[src/rtl/hlpt_pkg.sv]
// ----------------------------------------------------------------------------
// hlpt_pkg
// Shared types and constants for the host latency probe table.
// ----------------------------------------------------------------------------
package hlpt_pkg;

  localparam int unsigned Entries = 16;
  localparam int unsigned IdxW    = $clog2(Entries);
  localparam int unsigned CntW    = $clog2(Entries + 1);

  localparam logic [1:0] OP_QUERY = 2'd0;
  localparam logic [1:0] OP_REPLY = 2'd1;
  localparam logic [1:0] OP_TICK  = 2'd2;
  localparam logic [1:0] OP_NONE  = 2'd3;

  localparam logic [1:0] CFG_OWN_ID   = 2'd0;
  localparam logic [1:0] CFG_LIMIT    = 2'd1;
  localparam logic [1:0] CFG_INTERVAL = 2'd2;
  localparam logic [1:0] CFG_WINDOW   = 2'd3;

  localparam logic [15:0] LIMIT_RST    = 16'd4000;
  localparam logic [15:0] INTERVAL_RST = 16'd4000;
  localparam logic [15:0] WINDOW_RST   = 16'd1000;

  localparam logic [7:0] ECHO_REPLY_TYPE = 8'd0;

  // controller -> datapath
  typedef struct packed {
    logic            load;      // capture input item, clear scan state
    logic            rd_en;     // issue read of entry at scan index
    logic            eval;      // evaluate data for read issued last cycle
    logic            wr_en;     // write back the selected entry
    logic            fin;       // build result
    logic [IdxW-1:0] scan_idx;
  } hlpt_cmd_t;

  // datapath -> controller
  typedef struct packed {
    logic [1:0]    op;
    logic [CntW-1:0] count;
    logic          hit;         // entry just read is what the scan looks for
    logic          found;       // scan has a selected entry
    logic          full;        // no free entry left
    logic          reply_ok;    // reply passes type, id and delay checks
  } hlpt_sts_t;

endpackage

[src/rtl/hlpt_ram.sv]
// ----------------------------------------------------------------------------
// hlpt_ram
// Generic RAM with one write port and one registered read port.
// ----------------------------------------------------------------------------
module hlpt_ram #(
  parameter int unsigned Width = 8,
  parameter int unsigned Depth = 16
) (
  input  logic                     clk,
  input  logic                     we,
  input  logic [$clog2(Depth)-1:0] waddr,
  input  logic [Width-1:0]         wdata,
  input  logic [$clog2(Depth)-1:0] raddr,
  output logic [Width-1:0]         rdata
);
  logic [Width-1:0] mem [Depth];

  always_ff @(posedge clk) begin
    if (we) begin
      mem[waddr] <= wdata;
    end
    rdata <= mem[raddr];
  end
endmodule

[src/rtl/hlpt_datapath.sv]
// ----------------------------------------------------------------------------
// hlpt_datapath
// Entry storage, item registers, scan compare and latency update.
// ----------------------------------------------------------------------------
module hlpt_datapath (
  input  logic               clk,
  input  logic               rst_n,
  input  logic               cfg_we,
  input  logic [1:0]         cfg_idx,
  input  logic [15:0]        cfg_data,
  input  logic [1:0]         in_op,
  input  logic [31:0]        in_now,
  input  logic [31:0]        in_host_address,
  input  logic [7:0]         in_reply_type,
  input  logic [15:0]        in_reply_ident,
  input  logic [31:0]        in_sent_time,
  input  hlpt_pkg::hlpt_cmd_t cmd,
  output hlpt_pkg::hlpt_sts_t sts,
  output logic [15:0]        res_latency,
  output logic               res_table_full,
  output logic               res_reply_matched,
  output logic               res_probe_valid,
  output logic [31:0]        res_probe_address
);
  import hlpt_pkg::*;

  // entry word: address, latency, never_probed, probe_time, request_time
  typedef struct packed {
    logic [31:0] addr;
    logic [15:0] lat;
    logic        never;
    logic [31:0] ptime;
    logic [31:0] rtime;
  } entry_t;

  logic [15:0] own_id_r, limit_r, interval_r, window_r;
  logic [1:0]  op_r;
  logic [31:0] now_r, addr_r, sent_r;
  logic [7:0]  rtype_r;
  logic [15:0] rident_r;
  logic [CntW-1:0] count_r, count_nxt;
  logic [31:0] last_probe_r, last_probe_nxt;

  logic            found_r, found_nxt;
  logic [IdxW-1:0] best_r, best_nxt, eval_idx_r;
  logic [31:0]     best_age_r, best_age_nxt;
  entry_t          best_e_r, best_e_nxt;

  entry_t rd_e, wr_e;
  logic [$bits(entry_t)-1:0] rd_word;
  logic [IdxW-1:0] waddr;
  assign rd_e = entry_t'(rd_word);

  hlpt_ram #(.Width($bits(entry_t)), .Depth(Entries)) u_ram (
    .clk   (clk),
    .we    (cmd.wr_en),
    .waddr (waddr),
    .wdata (wr_e),
    .raddr (cmd.scan_idx),
    .rdata (rd_word)
  );

  always_ff @(posedge clk) begin
    if (!rst_n) begin
      own_id_r   <= '0;
      limit_r    <= LIMIT_RST;
      interval_r <= INTERVAL_RST;
      window_r   <= WINDOW_RST;
    end else if (cfg_we) begin
      case (cfg_idx)
        CFG_OWN_ID:   own_id_r   <= cfg_data;
        CFG_LIMIT:    limit_r    <= cfg_data;
        CFG_INTERVAL: interval_r <= cfg_data;
        CFG_WINDOW:   window_r   <= cfg_data;
        default: ;
      endcase
    end
  end

  always_ff @(posedge clk) begin
    if (cmd.load) begin
      op_r     <= in_op;
      now_r    <= in_now;
      addr_r   <= in_host_address;
      rtype_r  <= in_reply_type;
      rident_r <= in_reply_ident;
      sent_r   <= in_sent_time;
    end
    if (cmd.rd_en) eval_idx_r <= cmd.scan_idx;
    best_r     <= best_nxt;
    best_age_r <= best_age_nxt;
    best_e_r   <= best_e_nxt;
  end

  always_ff @(posedge clk) begin
    if (!rst_n) begin
      count_r      <= '0;
      last_probe_r <= '0;
      found_r      <= 1'b0;
    end else begin
      count_r      <= count_nxt;
      last_probe_r <= last_probe_nxt;
      found_r      <= found_nxt;
    end
  end

  logic [31:0] delay, age_p, age_r, tick_age;
  logic        reply_ok, tick_ok, eligible, hit;
  assign delay    = now_r - sent_r;
  assign reply_ok = (rtype_r == ECHO_REPLY_TYPE) && (rident_r == own_id_r)
                    && (delay < {16'd0, limit_r});
  assign tick_age = now_r - last_probe_r;
  assign tick_ok  = tick_age > {16'd0, interval_r};
  assign age_p    = now_r - rd_e.ptime;
  assign age_r    = now_r - rd_e.rtime;
  assign eligible = age_r < {16'd0, window_r};

  // early stop; the controller qualifies it with its read-in-flight flag
  always_comb begin
    if (op_r == OP_TICK) hit = tick_ok && eligible && rd_e.never;
    else                 hit = (rd_e.addr == addr_r);
  end

  // scan: find match (query/reply) or best probe candidate (tick)
  always_comb begin
    found_nxt    = found_r;
    best_nxt     = best_r;
    best_age_nxt = best_age_r;
    best_e_nxt   = best_e_r;
    if (cmd.load) begin
      found_nxt    = 1'b0;
      best_age_nxt = '0;
    end else if (cmd.eval) begin
      if (op_r == OP_TICK) begin
        if (tick_ok && eligible) begin
          if (rd_e.never) begin
            found_nxt  = 1'b1;
            best_nxt   = eval_idx_r;
            best_e_nxt = rd_e;
          end else if (age_p > best_age_r) begin
            found_nxt    = 1'b1;
            best_nxt     = eval_idx_r;
            best_age_nxt = age_p;
            best_e_nxt   = rd_e;
          end
        end
      end else if (rd_e.addr == addr_r) begin
        found_nxt  = 1'b1;
        best_nxt   = eval_idx_r;
        best_e_nxt = rd_e;
      end
    end
  end

  logic [17:0] blend;
  logic [15:0] new_lat;
  assign blend = ({2'd0, best_e_r.lat} + {1'b0, best_e_r.lat, 1'b0}
                  + {2'd0, delay[15:0]});
  always_comb begin
    if (best_e_r.lat == 16'd0) new_lat = delay[15:0];
    else                       new_lat = blend[17:2];
    if (new_lat == 16'd0) new_lat = 16'd1;
  end

  logic full;
  assign full = (count_r == CntW'(Entries));

  assign sts = '{op: op_r, count: count_r, hit: hit, found: found_r, full: full,
                 reply_ok: reply_ok};

  // write-back entry and result
  always_comb begin
    wr_e           = best_e_r;
    waddr          = best_r;
    count_nxt      = count_r;
    last_probe_nxt = last_probe_r;
    case (op_r)
      OP_QUERY: begin
        if (found_r) begin
          wr_e.rtime = now_r;
        end else begin
          waddr      = count_r[IdxW-1:0];
          wr_e.addr  = addr_r;
          wr_e.lat   = '0;
          wr_e.never = 1'b1;
          wr_e.ptime = '0;
          wr_e.rtime = now_r;
          // count moves with the result so table_full sees the old count
          if (cmd.fin && !full) count_nxt = count_r + 1'b1;
        end
      end
      OP_REPLY: wr_e.lat = new_lat;
      OP_TICK: begin
        wr_e.ptime = now_r;
        wr_e.never = 1'b0;
        if (cmd.wr_en) last_probe_nxt = now_r;
      end
      default: ;
    endcase
  end

  always_ff @(posedge clk) begin
    if (cmd.fin) begin
      res_latency       <= '0;
      res_table_full    <= 1'b0;
      res_reply_matched <= 1'b0;
      res_probe_valid   <= 1'b0;
      res_probe_address <= '0;
      case (op_r)
        OP_QUERY: begin
          if (found_r) res_latency <= best_e_r.lat;
          else         res_table_full <= full;
        end
        OP_REPLY: res_reply_matched <= found_r && reply_ok;
        OP_TICK: begin
          res_probe_valid   <= found_r;
          res_probe_address <= found_r ? best_e_r.addr : 32'd0;
        end
        default: ;
      endcase
    end
  end
endmodule

[src/rtl/hlpt_ctrl.sv]
// ----------------------------------------------------------------------------
// hlpt_ctrl
// Sequencer: accept, scan entries one per cycle, write back, present result.
// ----------------------------------------------------------------------------
module hlpt_ctrl (
  input  logic               clk,
  input  logic               rst_n,
  input  logic               in_valid,
  output logic               in_ready,
  output logic               out_valid,
  input  logic               out_ready,
  input  hlpt_pkg::hlpt_sts_t sts,
  output hlpt_pkg::hlpt_cmd_t cmd
);
  import hlpt_pkg::*;

  typedef enum logic [2:0] {S_IDLE, S_SCAN, S_WB, S_FIN, S_OUT} state_t;
  state_t state_r, state_nxt;
  logic [CntW-1:0] idx_r, idx_nxt;
  logic            pend_r, pend_nxt;  // read in flight
  logic            out_valid_r, out_valid_nxt;
  logic            do_wr;

  assign in_ready  = (state_r == S_IDLE);
  assign out_valid = out_valid_r;

  // gated write: reply if accepted, tick if found, query if found or !full
  always_comb begin
    cmd          = '0;
    cmd.scan_idx = idx_r[IdxW-1:0];
    state_nxt    = state_r;
    idx_nxt      = idx_r;
    pend_nxt     = 1'b0;
    out_valid_nxt = out_valid_r;
    do_wr        = 1'b0;
    case (state_r)
      S_IDLE: begin
        if (in_valid) begin
          cmd.load  = 1'b1;
          idx_nxt   = '0;
          state_nxt = S_SCAN;
        end
      end
      S_SCAN: begin
        cmd.eval = pend_r;
        if (pend_r && sts.hit) begin
          state_nxt = S_WB;
        end else if (idx_r < sts.count) begin
          cmd.rd_en = 1'b1;
          pend_nxt  = 1'b1;
          idx_nxt   = idx_r + 1'b1;
        end else if (!pend_r) begin
          state_nxt = S_WB;
        end
      end
      S_WB: begin
        do_wr     = 1'b1;
        state_nxt = S_FIN;
      end
      S_FIN: begin
        cmd.fin       = 1'b1;
        out_valid_nxt = 1'b1;
        state_nxt     = S_OUT;
      end
      S_OUT: begin
        if (out_ready) begin
          out_valid_nxt = 1'b0;
          state_nxt     = S_IDLE;
        end
      end
      default: state_nxt = S_IDLE;
    endcase
    cmd.wr_en = do_wr;
  end

  always_ff @(posedge clk) begin
    if (!rst_n) begin
      state_r     <= S_IDLE;
      idx_r       <= '0;
      pend_r      <= 1'b0;
      out_valid_r <= 1'b0;
    end else begin
      state_r     <= state_nxt;
      idx_r       <= idx_nxt;
      pend_r      <= pend_nxt;
      out_valid_r <= out_valid_nxt;
    end
  end
endmodule

[src/rtl/hlpt_gate.sv]
// ----------------------------------------------------------------------------
// hlpt_gate
// Decides whether the scan outcome commits a write to the entry store.
// ----------------------------------------------------------------------------
module hlpt_gate (
  input  hlpt_pkg::hlpt_cmd_t cmd_in,
  input  logic [1:0]          op,
  input  logic                found,
  input  logic                full,
  input  logic                reply_ok,
  output hlpt_pkg::hlpt_cmd_t cmd_out
);
  import hlpt_pkg::*;
  logic commit;
  always_comb begin
    case (op)
      OP_QUERY: commit = found || !full;
      OP_REPLY: commit = found && reply_ok;
      OP_TICK:  commit = found;
      default:  commit = 1'b0;
    endcase
    cmd_out       = cmd_in;
    cmd_out.wr_en = cmd_in.wr_en && commit;
  end
endmodule

[src/rtl/host_latency_probe_table_core.sv]
// ----------------------------------------------------------------------------
// host_latency_probe_table_core
// Host table with smoothed latency and probe scheduling.
// ----------------------------------------------------------------------------
// Input channel (in_valid/in_ready) carries one op: query, echo reply or tick.
// Each transfer produces exactly one result on out_valid/out_ready.
// The user must write configuration (cfg_we/cfg_idx/cfg_data) only while
// idle; the block does not enforce it. The entry RAM has one write port and
// one registered read port, and the scan issues one read per cycle; it ends
// once the last read has been evaluated, then come the write-back state and
// the result state before out_valid rises. A query or reply scan stops at
// the first match; a tick stops at the first eligible never-probed entry.
// One item is in flight at a time; in_ready is low until the result has
// been taken and rises the cycle after. A stalled receiver holds the result
// and the block. Reset clears the entry count, last probe time, control
// state and loads register defaults; entry contents are never read before
// being written.
// ----------------------------------------------------------------------------
module host_latency_probe_table_core (
  input  logic        clk,
  input  logic        rst_n,
  input  logic        cfg_we,
  input  logic [1:0]  cfg_idx,
  input  logic [15:0] cfg_data,
  input  logic        in_valid,
  output logic        in_ready,
  input  logic [1:0]  in_op,
  input  logic [31:0] in_now,
  input  logic [31:0] in_host_address,
  input  logic [7:0]  in_reply_type,
  input  logic [15:0] in_reply_ident,
  input  logic [31:0] in_sent_time,
  output logic        out_valid,
  input  logic        out_ready,
  output logic [15:0] out_latency,
  output logic        out_table_full,
  output logic        out_reply_matched,
  output logic        out_probe_valid,
  output logic [31:0] out_probe_address
);
  import hlpt_pkg::*;

  hlpt_cmd_t cmd_c, cmd_g;
  hlpt_sts_t sts;

  hlpt_ctrl u_ctrl (
    .clk, .rst_n, .in_valid, .in_ready, .out_valid, .out_ready,
    .sts (sts), .cmd (cmd_c)
  );

  hlpt_gate u_gate (
    .cmd_in   (cmd_c),
    .op       (sts.op),
    .found    (sts.found),
    .full     (sts.full),
    .reply_ok (sts.reply_ok),
    .cmd_out  (cmd_g)
  );

  hlpt_datapath u_dp (
    .clk, .rst_n, .cfg_we, .cfg_idx, .cfg_data,
    .in_op, .in_now, .in_host_address, .in_reply_type, .in_reply_ident,
    .in_sent_time,
    .cmd               (cmd_g),
    .sts               (sts),
    .res_latency       (out_latency),
    .res_table_full    (out_table_full),
    .res_reply_matched (out_reply_matched),
    .res_probe_valid   (out_probe_valid),
    .res_probe_address (out_probe_address)
  );
endmodule

[config.mk]
export PLATFORM = sky130hd
export DESIGN_NAME = host_latency_probe_table_core
export DESIGN_NICKNAME = d
export VERILOG_FILES = /design/src/rtl/hlpt_pkg.sv /design/src/rtl/hlpt_ram.sv /design/src/rtl/hlpt_datapath.sv /design/src/rtl/hlpt_ctrl.sv /design/src/rtl/hlpt_gate.sv /design/src/rtl/host_latency_probe_table_core.sv
export SDC_FILE = /design/constraint.sdc
export NUM_CORES = 2
export LEC_CHECK = 0
export BUFFER_PORTS_ARGS = -buffer_cell sky130_fd_sc_hd__clkbuf_2
export CORE_MARGIN = 3
export CORE_UTILIZATION = 65
export CTS_CLUSTER_DIAMETER = 80
export DETAILED_ROUTE_END_ITERATION = 7
export GPL_TIMING_DRIVEN = 0
export HOLD_SLACK_MARGIN = 0.06
export PLACE_DENSITY = 0.82
export SKIP_CTS_REPAIR_TIMING = 1
export SKIP_LAST_GASP = 1
export SLEW_MARGIN = 20
export SYNTH_ARGS = -nofsm -noshare
export SYNTH_HDL_FRONTEND = slang
export SYNTH_SLANG_ARGS = --single-unit
[constraint.sdc]
create_clock -name clk -period 32 [get_ports clk]
set_input_delay 3.2 -clock clk [delete_from_list [all_inputs] [get_ports clk]]
set_output_delay 3.2 -clock clk [all_outputs]
set_load 0.02 [all_outputs]
==> flow_summary.ini <==
[power]
peakVddDrop_mv = 0.0606
powerDensity_nw_per_um2 = 60.1
total_power_mw = 6.71
p_leak_nw = 38.5

[finish]
drive_above_1_share = 0.251
synthToLayoutAreaGrowth_pct = 14.7
utilization = 0.753
final_nets = 6663
final_cells = 8425
fill_cells = 7451

[yosys]
synth_top_area_cell = edfxtp_1
synth_compound_area_frac = 0.0454
synth_cell_types = 94
synthMuxAreaShare = 0.139
synth.avg_cell_area_sq_um = 17.6
synth_seq_area_share = 0.702
yosys.area_share.xor_xnor = 0.0141
synthArstFlopShare = 0
yosys-top-cells-area = edfxtp_1 (65%), mux4_2 (13%), dfxtp_1 (5.3%), ha_1 (2.9%), nand2_1 (1.5%)
synth-simple-area-share = 0.0453
yosys_warnings = 0
yosysTopAreaCellShare = 0.649
synth_cells = 5521
synth_top_family_by_area = multiplexers
syn_nets = 5910
syn_area_sq_um = 97300
ys.flop_type = edfxtp_1
synthAdderAreaFrac = 0.0329
synth_edf_count = 2102
ys_ff_latch = 2359

[floorplanning]
dieArea_sq_um = 154000
core_sq_um = 148000
start_util = 0.657
io-pin-count = 198
die_y_um = 393
rows = 141
fp.dieW_um = 393

[global_route]
track_usage = 0.398
grt_pass1_wl_mm = 431
grt_pass1_vias = 60487
antenna_found_initial = 28
grt_max_degree = 60
grt_overflow_total = 0

[sta]
rsz0062_at_grt = no
setup_viol = 0
max_freq_mhz = 94.6
setup_tns_ns = 0
tightest_slew_ns = 1.27
period_minus_slack_ns = 10.57
relSlewSlack = 0.154
min_period_over_period = 0.330
slew_violations = 0
hold_slack_ns = 0.404
final-hold-violation-count = 0
finalClockSkew_ns = 0.117

[clocking]
cts.clk_slew.worst_paths_ns = 0.06
clock_latency_ns = 0.91
cts_root_buffer = clkbuf_16
cts_num_sinks = 2359
clockBufferDepth = 3
htree_levels = 4
numCtsBuffers = 221
cts_tree = yes

[routing]
vias = 61330
drcViolationCount = 0
wl_mm = 305
ant_nets = 0
initialDrtViolationCount = 10584
dr.pass1.iters = 8
via_per_inst = 7.28
wl_per_cell_um = 36.2

[worst_setup_path]
path_buf_inv = 9
crit_fanout = 12
arrival_ns = 11.13
cp_data_required_time_ns = 32.56
start_kind = flip-flop
cpMostUsedCell = buf_4
cp_slowest_cell = edfxtp_1
critPathTopFamily = simple AND/OR/NAND/NOR gates
slowest_delay_ns = 1.15
critPathCaptureType = flip-flop
crit_type = flip-flop to flip-flop

[placement]
place_congestion = 0.945
place_hpwl_mm = 189
place.port_buffers = 196
dp_cells = 7980

[hold_path]
hold_path.class = flip-flop to flip-flop

[flow_run]
drv_cap = 0

[run_status]
status = finished clean
[per-stage QoR]
step,instance area (sq um),setup slack (ns)
floorplan,97300,18.81
detailed placement,104000,22.19
global route,112000,21.65
CTS,111000,21.92
finish,112000,21.43
global placement,101000,4.33
[final timing paths]
path / startpoint / end / slack, ns / depth (start not counted)
min reg2reg: u_dp.u_ram.rdata[68] / u_dp.best_e_r[68] / 0.40 / 0
min: u_dp.u_ram.rdata[68] / u_dp.best_e_r[68] / 0.40 / 0
max: u_dp.now_r[1] / u_dp.u_ram.mem[9][36] / 21.43 / 28
max reg2reg: u_dp.now_r[1] / u_dp.u_ram.mem[9][36] / 21.43 / 28
[sequential cells by signal (all words and copies together) (netlist names), 32 cells and up]
register                count
u_dp.best_age_r            32
u_dp.u_ram.mem           1808
u_dp.sent_r                32
u_dp.last_probe_r          32
u_dp.best_e_r             113
u_dp.u_ram.rdata          113
u_dp.res_probe_address     32
u_dp.addr_r                32
u_dp.now_r                 32
[cells in the mapped netlist, types with 7 or more instances]
cell / n
nor3_1: 59
a211oi_1: 17
nand4_1: 49
edfxtp_1: 2102
nor2_1: 142
o31a_1: 7
a31oi_1: 24
o21ai_0: 106
xnor2_1: 72
a22o_1: 38
nor2b_1: 20
dfxtp_1: 257
or3_1: 7
mux4_2: 565
o2111ai_1: 7
nand3_1: 57
o21a_1: 27
nand2_1: 397
nand2b_1: 20
xor2_1: 83
o21bai_1: 19
nand3b_1: 7
and3_1: 72
a21boi_0: 85
ha_1: 224
clkbuf_1: 177
or2_2: 12
and2_1: 18
buf_2: 11
o211ai_1: 28
nor4_1: 26
o31ai_1: 12
a21oi_1: 160
nor3b_1: 13
mux2_2: 34
inv_1: 309
fa_1: 20
a21o_1: 50
buf_1: 35
mux2i_1: 42
[worst register-to-register path: cells and delay by family, from the launching register on]
family          cells  cell delay (ns)
fa+ha+maj           2             0.80
xor+xnor            1             0.67
flops               1             1.15
compound gates      9             2.73
simple gates        7             3.14
buf+inv             9             1.75
[logic make-up after synthesis]
group	Yosys count
DFF	2359
and+or+nand+nor	925
AOI/OAI and AO/OA	657
muxes	642
buffers and inverters	538
adders and majority gates	244
xor gates and xnor gates	156
[layout by cell type (no fill, tap or decap), types with 71 or more instances in the layout]
cell	count
xnor2_1	72
clkbuf_2	259
buf_4	252
clkbuf_1	191
mux4_2	565
clkbuf_16	222
o21ai_0	95
buf_6	71
xor2_1	83
ha_1	224
a21oi_1	159
nor2_1	141
nand2_1	397
dfxtp_1	257
and3_1	72
a21boi_0	85
edfxtp_1	2102
inv_1	308
[power breakdown]
| part | total [mW] | leakage [nW] | internal [mW] | switching, mW |
|---|---|---|---|---|
| Sequential | 3.44 | 21.2 | 3.40 | 0.0353 |
| Clock | 2.78 | 3.76 | 1.55 | 1.23 |
| Combinational | 0.487 | 13.5 | 0.162 | 0.326 |
| Total | 6.71 | 38.5 | 5.12 | 1.59 |
[routing by layer]
| metal | global-route usage | up-vias | routed length [um] |
|---|---|---|---|
| met5 | 0.00478 | - | 207 |
| met1 | 0.501 | 29931 | 95200 |
| met3 | 0.126 | 1645 | 45000 |
| met2 | 0.607 | 6383 | 140000 |
| met4 | 0.254 | 20 | 24800 |
| li1 | - | 23351 | - |
[area by class of cell]
type                       count  area [sq um]  share of cell area
clock inverter               110          1440              0.0129
tap                         1930          2410              0.0216
antenna                       25          62.6            0.000560
multi-input combinational   2624         27100               0.243
timing repair buffer         530          3960              0.0355
clock buffer                 309          6240              0.0559
inverter                     309          1160              0.0104
sequential                  2359         68300               0.611
buffer                       229          1020             0.00912
Power figures use the tool's default switching activity.
